## src/assert_macros.svh

```systemverilog
// assertion macros used by fcs_back
// every macro samples on clk and is held off while rst_n is low
`ifndef ASSERT_MACROS_SVH
`define ASSERT_MACROS_SVH

// property must hold at every clock edge outside reset
`define FCS_ASSERT(label, prop, msg) \
  label: assert property (@(posedge clk) disable iff (!rst_n) (prop)) else $error(msg);

// antecedent in this cycle implies consequent in the next
`define FCS_ASSERT_NEXT(label, ante, cons, msg) \
  label: assert property (@(posedge clk) disable iff (!rst_n) (ante) |=> (cons)) \
    else $error(msg);

`endif

```

## src/fcs_pkg.sv

```systemverilog
// types and constants for the compensated float sum block
// no dependencies
`timescale 1ns / 1ps

package fcs_pkg;

  localparam int unsigned FP_W = 64;

  // default quiet nan produced by invalid operations
  localparam logic [FP_W-1:0] DEFAULT_NAN = 64'hFFF8_0000_0000_0000;
  localparam logic [FP_W-1:0] QUIET_BIT   = 64'h0008_0000_0000_0000;
  localparam logic [10:0]     EXP_ALL1    = 11'h7FF;

  typedef struct packed {
    logic [FP_W-1:0] sample_bits;
    logic            end_of_run;
  } item_t;

  // one operation for the shared adder: z = a + b, or a - b when sub is set
  typedef struct packed {
    logic            vld;
    logic [FP_W-1:0] a;
    logic [FP_W-1:0] b;
    logic            sub;
  } add_req_t;

  typedef struct packed {
    logic            vld;
    logic [FP_W-1:0] z;
  } add_rsp_t;

endpackage

```

## src/fcs_if.sv

```systemverilog
// channel interfaces for the compensated float sum block
// depends on fcs_pkg
`timescale 1ns / 1ps

interface fcs_in_if;
  logic                    valid;
  logic                    ready;
  logic [fcs_pkg::FP_W-1:0] sample_bits;
  logic                    end_of_run;
  modport source (output valid, output sample_bits, output end_of_run, input ready);
  modport sink   (input valid, input sample_bits, input end_of_run, output ready);
endinterface

interface fcs_out_if;
  logic                    valid;
  logic                    ready;
  logic [fcs_pkg::FP_W-1:0] total_bits;
  modport source (output valid, output total_bits, input ready);
  modport sink   (input valid, input total_bits, output ready);
endinterface

```

## src/fcs_front.sv

```systemverilog
// front end: accepts input items into a two-entry queue for the back end
// depends on fcs_pkg
`timescale 1ns / 1ps

module fcs_front (
  input  logic           clk,
  input  logic           rst_n,
  input  logic           in_valid,
  output logic           in_ready,
  input  fcs_pkg::item_t in_item,
  output logic           q_valid,
  input  logic           q_ready,
  output fcs_pkg::item_t q_item
);

  fcs_pkg::item_t mem_r [2];
  logic [1:0] cnt_r, cnt_nxt;
  logic       wr_ptr_r, rd_ptr_r;
  logic       push, pop;

  assign in_ready = (cnt_r != 2'd2);
  assign q_valid  = (cnt_r != 2'd0);
  assign q_item   = mem_r[rd_ptr_r];
  assign push     = in_valid && in_ready;
  assign pop      = q_valid && q_ready;

  always_comb begin
    cnt_nxt = cnt_r;
    if (push && !pop) begin
      cnt_nxt = cnt_r + 2'd1;
    end else if (pop && !push) begin
      cnt_nxt = cnt_r - 2'd1;
    end
  end

  always_ff @(posedge clk) begin
    if (!rst_n) begin
      cnt_r    <= 2'd0;
      wr_ptr_r <= 1'b0;
      rd_ptr_r <= 1'b0;
    end else begin
      cnt_r <= cnt_nxt;
      if (push) wr_ptr_r <= ~wr_ptr_r;
      if (pop)  rd_ptr_r <= ~rd_ptr_r;
    end
  end

  always_ff @(posedge clk) begin
    if (push) mem_r[wr_ptr_r] <= in_item;
  end

endmodule

```

## src/fcs_fadd.sv

```systemverilog
// four-stage binary64 adder, round to nearest even, subnormals kept
// depends on fcs_pkg
`timescale 1ns / 1ps

module fcs_fadd (
  input  logic               clk,
  input  logic               rst_n,
  input  fcs_pkg::add_req_t  req,
  output fcs_pkg::add_rsp_t  rsp
);

  function automatic logic [5:0] lzc57(input logic [56:0] v);
    logic [5:0] n;
    logic       found;
    n = 6'd57;
    found = 1'b0;
    for (int i = 56; i >= 0; i--) begin
      if (!found && v[i]) begin
        n = 6'(56 - i);
        found = 1'b1;
      end
    end
    return n;
  endfunction

  // stage 1: unpack, specials, swap, align
  logic        sa, sb, a_nan, b_nan, a_inf, b_inf, a_big;
  logic [10:0] ea, eb, ea_e, eb_e, e_big, e_sml, d;
  logic [55:0] m_big, m_sml, m_al;
  logic [5:0]  sh;
  logic        spec;
  logic [63:0] spec_val;

  always_comb begin
    sa    = req.a[63];
    sb    = req.b[63] ^ req.sub;
    ea    = req.a[62:52];
    eb    = req.b[62:52];
    a_nan = (ea == fcs_pkg::EXP_ALL1) && (req.a[51:0] != 52'd0);
    b_nan = (eb == fcs_pkg::EXP_ALL1) && (req.b[51:0] != 52'd0);
    a_inf = (ea == fcs_pkg::EXP_ALL1) && (req.a[51:0] == 52'd0);
    b_inf = (eb == fcs_pkg::EXP_ALL1) && (req.b[51:0] == 52'd0);
    spec     = a_nan || b_nan || a_inf || b_inf;
    spec_val = {sb, req.b[62:0]};
    if (a_nan) begin
      spec_val = req.a | fcs_pkg::QUIET_BIT;
    end else if (b_nan) begin
      spec_val = req.b | fcs_pkg::QUIET_BIT;
    end else if (a_inf && b_inf && (sa != sb)) begin
      spec_val = fcs_pkg::DEFAULT_NAN;
    end else if (a_inf) begin
      spec_val = req.a;
    end
    ea_e  = (ea == 11'd0) ? 11'd1 : ea;
    eb_e  = (eb == 11'd0) ? 11'd1 : eb;
    a_big = (req.a[62:0] >= req.b[62:0]);
    e_big = a_big ? ea_e : eb_e;
    e_sml = a_big ? eb_e : ea_e;
    m_big = a_big ? {(ea != 11'd0), req.a[51:0], 3'b000}
                  : {(eb != 11'd0), req.b[51:0], 3'b000};
    m_sml = a_big ? {(eb != 11'd0), req.b[51:0], 3'b000}
                  : {(ea != 11'd0), req.a[51:0], 3'b000};
    d     = e_big - e_sml;
    sh    = (d > 11'd63) ? 6'd63 : d[5:0];
    // shifted-out bits fold into the sticky position
    m_al  = (m_sml >> sh) | {55'd0, |(m_sml & ~({56{1'b1}} << sh))};
  end

  logic        s1_vld_r, s1_spec_r, s1_sign_r, s1_sub_r;
  logic [63:0] s1_sval_r;
  logic [10:0] s1_e_r;
  logic [55:0] s1_mb_r, s1_ma_r;

  always_ff @(posedge clk) begin
    if (!rst_n) s1_vld_r <= 1'b0;
    else        s1_vld_r <= req.vld;
  end
  always_ff @(posedge clk) begin
    s1_spec_r <= spec;
    s1_sval_r <= spec_val;
    s1_sign_r <= a_big ? sa : sb;
    s1_sub_r  <= sa ^ sb;
    s1_e_r    <= e_big;
    s1_mb_r   <= m_big;
    s1_ma_r   <= m_al;
  end

  // stage 2: add or subtract magnitudes
  logic        s2_vld_r, s2_spec_r, s2_sign_r, s2_sub_r;
  logic [63:0] s2_sval_r;
  logic [10:0] s2_e_r;
  logic [56:0] s2_sum_r;

  always_ff @(posedge clk) begin
    if (!rst_n) s2_vld_r <= 1'b0;
    else        s2_vld_r <= s1_vld_r;
  end
  always_ff @(posedge clk) begin
    s2_spec_r <= s1_spec_r;
    s2_sval_r <= s1_sval_r;
    s2_sign_r <= s1_sign_r;
    s2_sub_r  <= s1_sub_r;
    s2_e_r    <= s1_e_r;
    s2_sum_r  <= s1_sub_r ? ({1'b0, s1_mb_r} - {1'b0, s1_ma_r})
                          : ({1'b0, s1_mb_r} + {1'b0, s1_ma_r});
  end

  // stage 3: leading zero count
  logic        s3_vld_r, s3_spec_r, s3_sign_r, s3_sub_r;
  logic [63:0] s3_sval_r;
  logic [10:0] s3_e_r;
  logic [56:0] s3_sum_r;
  logic [5:0]  s3_lz_r;

  always_ff @(posedge clk) begin
    if (!rst_n) s3_vld_r <= 1'b0;
    else        s3_vld_r <= s2_vld_r;
  end
  always_ff @(posedge clk) begin
    s3_spec_r <= s2_spec_r;
    s3_sval_r <= s2_sval_r;
    s3_sign_r <= s2_sign_r;
    s3_sub_r  <= s2_sub_r;
    s3_e_r    <= s2_e_r;
    s3_sum_r  <= s2_sum_r;
    s3_lz_r   <= lzc57(s2_sum_r);
  end

  // stage 4: normalise, round, pack
  logic [10:0] k;
  logic [11:0] e_res;
  logic [56:0] nrm;
  logic [10:0] e_enc;
  logic        g, st, inc;
  logic [62:0] mag;
  logic [63:0] z;

  always_comb begin
    k     = ({5'd0, s3_lz_r} > s3_e_r) ? s3_e_r : {5'd0, s3_lz_r};
    e_res = {1'b0, s3_e_r} + 12'd1 - {1'b0, k};
    nrm   = s3_sum_r << k;
    e_enc = nrm[56] ? e_res[10:0] : 11'd0;
    g     = nrm[3];
    st    = |nrm[2:0];
    inc   = g && (nrm[4] || st);
    mag   = {e_enc, nrm[55:4]} + {62'd0, inc};
    if (s3_spec_r) begin
      z = s3_sval_r;
    end else if (s3_sum_r == 57'd0) begin
      // exact cancellation gives +0, like-signed zeros keep their sign
      z = {(!s3_sub_r && s3_sign_r), 63'd0};
    end else if (e_res >= 12'h7FF) begin
      z = {s3_sign_r, fcs_pkg::EXP_ALL1, 52'd0};
    end else begin
      z = {s3_sign_r, mag};
    end
  end

  always_ff @(posedge clk) begin
    if (!rst_n) rsp.vld <= 1'b0;
    else        rsp.vld <= s3_vld_r;
    rsp.z <= z;
  end

endmodule

```

## src/fcs_back.sv

```systemverilog
// back end: sequences the four compensated additions per item on one adder
// depends on fcs_pkg, fcs_fadd, assert_macros.svh
`timescale 1ns / 1ps
`include "assert_macros.svh"

module fcs_back (
  input  logic           clk,
  input  logic           rst_n,
  input  logic           q_valid,
  output logic           q_ready,
  input  fcs_pkg::item_t q_item,
  output logic           out_valid,
  input  logic           out_ready,
  output logic [63:0]    out_total
);

  localparam logic [2:0] ST_IDLE = 3'd0;
  localparam logic [2:0] ST_Y    = 3'd1;
  localparam logic [2:0] ST_T    = 3'd2;
  localparam logic [2:0] ST_D    = 3'd3;
  localparam logic [2:0] ST_C    = 3'd4;
  localparam logic [2:0] ST_FIN  = 3'd5;

  logic [2:0]  st_r, st_nxt;
  logic        issued_r, issued_nxt;
  logic [63:0] sum_r, comp_r, v_r, y_r, t_r, c_r;
  logic        eor_r;
  logic        out_vld_r;
  logic [63:0] out_r;
  logic        commit, take;
  logic        in_op;

  fcs_pkg::add_req_t req;
  fcs_pkg::add_rsp_t rsp;

  fcs_fadd u_fadd (.clk(clk), .rst_n(rst_n), .req(req), .rsp(rsp));

  assign in_op     = (st_r == ST_Y || st_r == ST_T || st_r == ST_D || st_r == ST_C);
  assign commit    = (st_r == ST_FIN) && (!eor_r || !out_vld_r || out_ready);
  assign take      = q_valid && q_ready;
  assign q_ready   = (st_r == ST_IDLE) || commit;
  assign out_valid = out_vld_r;
  assign out_total = out_r;

  always_comb begin
    req     = '0;
    req.vld = !issued_r && in_op;
    case (st_r)
      ST_Y: begin
        req.a = v_r; req.b = comp_r; req.sub = 1'b1;
      end
      ST_T: begin
        req.a = sum_r; req.b = y_r; req.sub = 1'b0;
      end
      ST_D: begin
        req.a = t_r; req.b = sum_r; req.sub = 1'b1;
      end
      ST_C: begin
        req.a = c_r; req.b = y_r; req.sub = 1'b1;
      end
      default: begin
        req.a = '0; req.b = '0; req.sub = 1'b0;
      end
    endcase
  end

  always_comb begin
    st_nxt     = st_r;
    issued_nxt = issued_r;
    if (req.vld) issued_nxt = 1'b1;
    case (st_r)
      ST_IDLE: if (take) st_nxt = ST_Y;
      ST_Y:    if (rsp.vld) begin st_nxt = ST_T; issued_nxt = 1'b0; end
      ST_T:    if (rsp.vld) begin st_nxt = ST_D; issued_nxt = 1'b0; end
      ST_D:    if (rsp.vld) begin st_nxt = ST_C; issued_nxt = 1'b0; end
      ST_C:    if (rsp.vld) begin st_nxt = ST_FIN; issued_nxt = 1'b0; end
      ST_FIN:  if (commit) st_nxt = take ? ST_Y : ST_IDLE;
      default: st_nxt = ST_IDLE;
    endcase
  end

  always_ff @(posedge clk) begin
    if (!rst_n) begin
      st_r      <= ST_IDLE;
      issued_r  <= 1'b0;
      out_vld_r <= 1'b0;
      sum_r     <= '0;
      comp_r    <= '0;
    end else begin
      st_r     <= st_nxt;
      issued_r <= issued_nxt;
      if (commit && eor_r) begin
        out_vld_r <= 1'b1;
      end else if (out_ready) begin
        out_vld_r <= 1'b0;
      end
      if (commit) begin
        if (eor_r) begin
          sum_r     <= '0;
          comp_r    <= '0;
        end else begin
          sum_r  <= t_r;
          comp_r <= c_r;
        end
      end
    end
  end

  always_ff @(posedge clk) begin
    if (take) begin
      v_r   <= q_item.sample_bits;
      eor_r <= q_item.end_of_run;
    end
    if (rsp.vld) begin
      case (st_r)
        ST_Y:    y_r <= rsp.z;
        ST_T:    t_r <= rsp.z;
        default: c_r <= rsp.z; // difference, then the new compensation
      endcase
    end
    if (commit && eor_r) out_r <= t_r;
  end

  `FCS_ASSERT(a_rsp_in_op, !rsp.vld || in_op, "adder result outside an operation")
  `FCS_ASSERT(a_rsp_issued, !rsp.vld || issued_r, "adder result without a request")
  `FCS_ASSERT_NEXT(a_no_overwrite, out_vld_r && !out_ready, out_vld_r && $stable(out_r), "pending total lost")
  `FCS_ASSERT_NEXT(a_clear_run, commit && eor_r, sum_r == 64'd0 && comp_r == 64'd0, "run not cleared")

endmodule

```

## src/compensated_float_sum_core.sv

```systemverilog
// channel        | direction | payload
// in_ch          | sink      | sample_bits[63:0], end_of_run
// out_ch         | source    | total_bits[63:0]
// each item runs four dependent additions through one 4-stage binary64 adder;
// each add waits for the adder result before the next is issued, so the back end
// handles one item at a time; a two-entry queue takes items while it has room.
// a finished total waits in an output register; the next run's last item stalls
// only if that register is still full. synchronous active-low reset, no clearing pass.
// depends on fcs_pkg, fcs_if, fcs_front, fcs_back
`timescale 1ns / 1ps

module compensated_float_sum_core (
  input  logic      clk,
  input  logic      rst_n,
  fcs_in_if.sink    in_ch,
  fcs_out_if.source out_ch
);

  fcs_pkg::item_t in_item, q_item;
  logic           q_valid, q_ready;

  assign in_item.sample_bits = in_ch.sample_bits;
  assign in_item.end_of_run  = in_ch.end_of_run;

  fcs_front u_front (
    .clk(clk), .rst_n(rst_n),
    .in_valid(in_ch.valid), .in_ready(in_ch.ready), .in_item(in_item),
    .q_valid(q_valid), .q_ready(q_ready), .q_item(q_item)
  );

  fcs_back u_back (
    .clk(clk), .rst_n(rst_n),
    .q_valid(q_valid), .q_ready(q_ready), .q_item(q_item),
    .out_valid(out_ch.valid), .out_ready(out_ch.ready), .out_total(out_ch.total_bits)
  );

endmodule
```

## src/flat_wrapper.sv

```systemverilog
// flat-port wrapper written by rule: the top's interface ports become plain ports
module compensated_float_sum_core_flat 
  (clk, rst_n, in_ch_valid, in_ch_sample_bits, in_ch_end_of_run, in_ch_ready, out_ch_valid, out_ch_total_bits, out_ch_ready);
  fcs_in_if in_ch_i ();
  fcs_out_if out_ch_i ();
  input  logic clk;
  input  logic rst_n;
  input wire logic [$bits(in_ch_i.valid)-1:0] in_ch_valid;
  input wire logic [$bits(in_ch_i.sample_bits)-1:0] in_ch_sample_bits;
  input wire logic [$bits(in_ch_i.end_of_run)-1:0] in_ch_end_of_run;
  output wire logic [$bits(in_ch_i.ready)-1:0] in_ch_ready;
  output wire logic [$bits(out_ch_i.valid)-1:0] out_ch_valid;
  output wire logic [$bits(out_ch_i.total_bits)-1:0] out_ch_total_bits;
  input wire logic [$bits(out_ch_i.ready)-1:0] out_ch_ready;
  assign in_ch_i.valid = in_ch_valid;
  assign in_ch_i.sample_bits = in_ch_sample_bits;
  assign in_ch_i.end_of_run = in_ch_end_of_run;
  assign in_ch_ready = in_ch_i.ready;
  assign out_ch_valid = out_ch_i.valid;
  assign out_ch_total_bits = out_ch_i.total_bits;
  assign out_ch_i.ready = out_ch_ready;
  compensated_float_sum_core u_core (.clk(clk), .rst_n(rst_n), .in_ch(in_ch_i), .out_ch(out_ch_i));
endmodule
```

## config.mk

```make
export PLATFORM = sky130hd
export DESIGN_NAME = compensated_float_sum_core_flat
export DESIGN_NICKNAME = d
export VERILOG_FILES = /design/src/fcs_pkg.sv /design/src/fcs_if.sv /design/src/fcs_front.sv /design/src/fcs_fadd.sv /design/src/fcs_back.sv /design/src/compensated_float_sum_core.sv /design/src/flat_wrapper.sv
export VERILOG_INCLUDE_DIRS = /design/src /design/src/src
export SDC_FILE = /design/constraint.sdc
export NUM_CORES = 2
export LEC_CHECK = 0
export ABC_AREA = 0
export BUFFER_PORTS_ARGS = -buffer_cell sky130_fd_sc_hd__buf_2
export CELL_PAD_IN_SITES_DETAIL_PLACEMENT = 1
export CELL_PAD_IN_SITES_GLOBAL_PLACEMENT = 2
export CORE_MARGIN = 2
export CORE_UTILIZATION = 45
export DETAILED_ROUTE_END_ITERATION = 16
export GPL_TIMING_DRIVEN = 0
export HOLD_SLACK_MARGIN = 0.02
export PLACE_DENSITY = 0.95
export SETUP_SLACK_MARGIN = 0.05
export SYNTH_ARGS = -nofsm -noshare
export SYNTH_HDL_FRONTEND = slang
export SYNTH_HIERARCHICAL = 1
export SYNTH_SLANG_ARGS = --single-unit
```

## constraint.sdc

```tcl
create_clock -name clk -period 31.1 [get_ports clk]
set_clock_uncertainty 0.1 [all_clocks]
set_input_delay 1.555 -clock clk [delete_from_list [all_inputs] [get_ports clk]]
set_output_delay 1.555 -clock clk [all_outputs]
set_load 0.1 [all_outputs]
```

==> out/qor.csv <==
metric,value,unit
largest_register_ffs,130,
synth_edf_count,451,
clock_latency,0.79,ns
outcome,finished with violations,
die-area,124000,um2
synth_fa_ha_area_share,3.53,%
crit_slowest_cell,o21ai_0,
met2_usage,60.3,%
wirelength,252000,um
min_period,17.66,ns
top_regs,"u_core/u_front/mem_r: 130 flops, u_core/u_back/u_fadd/rsp: 65 flops",
gp_congestion,1.03,
cts_tree,done,
slew_headroom,-11.3,%
die_width,352,um
synth.area.mux_share,10.5,%
drc,0,
grt_remaining_overflow,0,
syn_avg_cell_area,10.5,um2
cts_inserted_buffers,111,
synthXorXnorAreaFrac,2.58,%
setup_viol,0,
use_met1,49.2,%
worstRegToRegCells,37,
ant_nets,0,
path_class,reg2reg,
regMostFlops,u_core/u_front/mem_r,
grt_antenna_before_repair,21,
endpoint_kind,register,
fmax,56.6,MHz
synth-seq-area-share,49.3,%
synth-compound-area-share,18.5,%
rsz0062_at_grt,false,
path_delay_family,buffers and inverters,
min_to,u_core/u_back/u_fadd/s3_e_r[6],
violations,"max-capacitance violations, max-slew violations",
first_pass_iters,8,
htree_levels,3,
worstHoldStart,u_core/u_back/u_fadd/s2_e_r[6],
drive_above_1_share,13.3,%
grt_first_pass_wirelength,356000,um
place_hpwl,190000,um
n_fill_cell,13101,
yosys_register_bits,1120,
avgViaCountPerCell,6.79,
track_usage,39.2,%
die_h,352,um
final_cell_mix,"dfxtp_1, edfxtp_1, nand2_1, mux2i_1, nor2_1",
arrival,18.15,ns
r2r-start,u_core/u_back/st_r[0],
final_common_cell,dfxtp_1,
drt_first_iter_violations,6559,
max_cap_viol_count,5,
yosys.area_share.simple,11.8,%
crit_path_start_kind,register,
worstPathRequired,31.58,ns
synthArstFlopShare,0,%
crit_path_frequent_cell,clkbuf_1,
synth.distinct_cells,106,
grt_max_degree,54,
synth_ff_type,dfxtp_1,
core_area,120000,um2
regToRegSetupSlack,13.44,ns
clock-root-buffer,clkbuf_16,
netlist_instances,5226,
crit_fanout,10,
clock_tree.buffer_depth,3,
syn_area,54600,um2
post-route-period-util,56.8,%
cp_slowest_stage_delay,0.98,ns
syn_nets,5448,
synth_warnings,6,
multi_input_area,25700,um2
finalHoldViolations,0,
crit_buf_inv,13,
cts.sinks,1120,
wl_per_cell,34.9,um
slew_violations,28,
rr_endpoint,u_core/u_back/u_fadd/s1_ma_r[11],
initial_core_util,45.5,%
clk_pin_slew,0.07,ns
grt_pass1_vias,49396,
post_cts_resized,0,
tns,0,ns
rows,127,
worst_pin_slew,1.65,ns
worst-path-stages,37,
grt-busiest-layer,met2,
post-cts-setup-buffer-count,0,
io_pins,135,
hold_class,reg2reg,
numPortBuffers,134,
nets,5740,
grt_use_met3,11.0,%
hold_path_depth,0,
cts-hold-fix-buffers,0,
synth_top_family_by_area,compound AO/OA/AOI/OAI gates,
ff_latch_area,26900,um2
syn_to_final_growth,13.0,%
num_vias,49109,
## cell families (layout without fill, tap and decap cells)
| kind of cell | count (synthesis) | after routing |
|---|---|---|
| XOR/XNOR | 161 | 161 |
| AO/OA/AOI/OAI | 1478 | 1478 |
| other | 0 | 7 |
| multiplexers | 517 | 517 |
| flip-flops | 1120 | 1120 |
| buffers and inverters | 454 | 843 |
| adder cells (fa/ha/maj) | 153 | 153 |
| AND/OR/NAND/NOR | 1343 | 1343 |
## final cells by class
type                       instances  area share, %
multi-input combinational       3652           41.6
timing repair buffer             179           1.90
sequential                      1120           43.6
clock buffer                     165           5.39
inverter                         146          0.890
buffer                           308           2.42
clock inverter                    45          0.853
antenna                            7         0.0284
tap                             1612           3.27
## cells in the mapped netlist, drive strengths merged, types with 8 or more instances
| cell type | n | area share (%) |
|---|---|---|
| a22o | 200 | 3.2 |
| nor2 | 302 | 2.1 |
| o31ai | 12 | 0.19 |
| a211o | 16 | 0.27 |
| o211ai | 32 | 0.44 |
| a211oi | 117 | 1.6 |
| ha | 151 | 3.5 |
| a22oi | 100 | 1.4 |
| inv | 144 | 0.99 |
| xnor2 | 127 | 2.0 |
| and3 | 31 | 0.36 |
| nand2b | 34 | 0.40 |
| nor4b | 8 | 0.14 |
| and2 | 38 | 0.44 |
| buf | 144 | 1.6 |
| or4 | 17 | 0.24 |
| edfxtp | 451 | 25 |
| o221ai | 22 | 0.36 |
| a31oi | 51 | 0.58 |
| o22ai | 32 | 0.37 |
| a2111oi | 10 | 0.16 |
| o21ai | 325 | 3.0 |
| o21bai | 19 | 0.26 |
| a21oi | 270 | 2.5 |
| mux2 | 170 | 3.5 |
| dfxtp | 669 | 25 |
| a21o | 110 | 1.5 |
| or2 | 13 | 0.15 |
| nor3 | 101 | 0.93 |
| clkbuf | 164 | 1.1 |
| nand3 | 143 | 1.3 |
| nand3b | 12 | 0.16 |
| nand4 | 54 | 0.62 |
| nand2 | 443 | 3.1 |
| or3 | 19 | 0.22 |
| nor4 | 75 | 0.95 |
| xor2 | 34 | 0.55 |
| mux4 | 28 | 1.2 |
| a221oi | 21 | 0.36 |
| nor2b | 21 | 0.24 |
| o21a | 32 | 0.44 |
| mux2i | 319 | 5.8 |
| o2111ai | 12 | 0.19 |
## how the worst max path moves through the flow
stage                                        to                  start
3_5_place_dp   u_core/u_back/u_fadd/s1_ma_r[11]  u_core/u_back/st_r[0]
5_1_grt        u_core/u_back/u_fadd/s1_ma_r[11]  u_core/u_back/st_r[0]
3_3_place_gp    u_core/u_back/u_fadd/s1_ma_r[0]  u_core/u_back/st_r[0]
6_report       u_core/u_back/u_fadd/s1_ma_r[11]  u_core/u_back/st_r[0]
4_1_cts        u_core/u_back/u_fadd/s1_ma_r[11]  u_core/u_back/st_r[0]
2_1_floorplan   u_core/u_back/u_fadd/s1_ma_r[0]  u_core/u_back/st_r[1]
## routing by layer
layer	share of wire (%)	vias to the layer above
met5	0.036	-
met2	44	3396
met4	7.1	14
met3	11	904
li1	-	20244
met1	38	24551
## through the flow
step | utilization (%) | setup WS, ns | std cells | instance area, um2 | hold slack, ns
CTS | 51.4 | 14.46 | 7226 | 61700 | 0.193
finish | 51.4 | 13.44 | 7234 | 61700 | 0.188
detailed placement | 48.2 | 14.75 | 7016 | 57900 | 0.213
floorplan | - | 20.77 | 5226 | 54600 | 0.210
global placement | 47.7 | 13.04 | 6972 | 57300 | 0.210
global route | 51.4 | 13.55 | 7227 | 61700 | 0.197
Power is not shown: default switching activity piles up to over one toggle a cycle in this logic, so the estimate is an artifact.
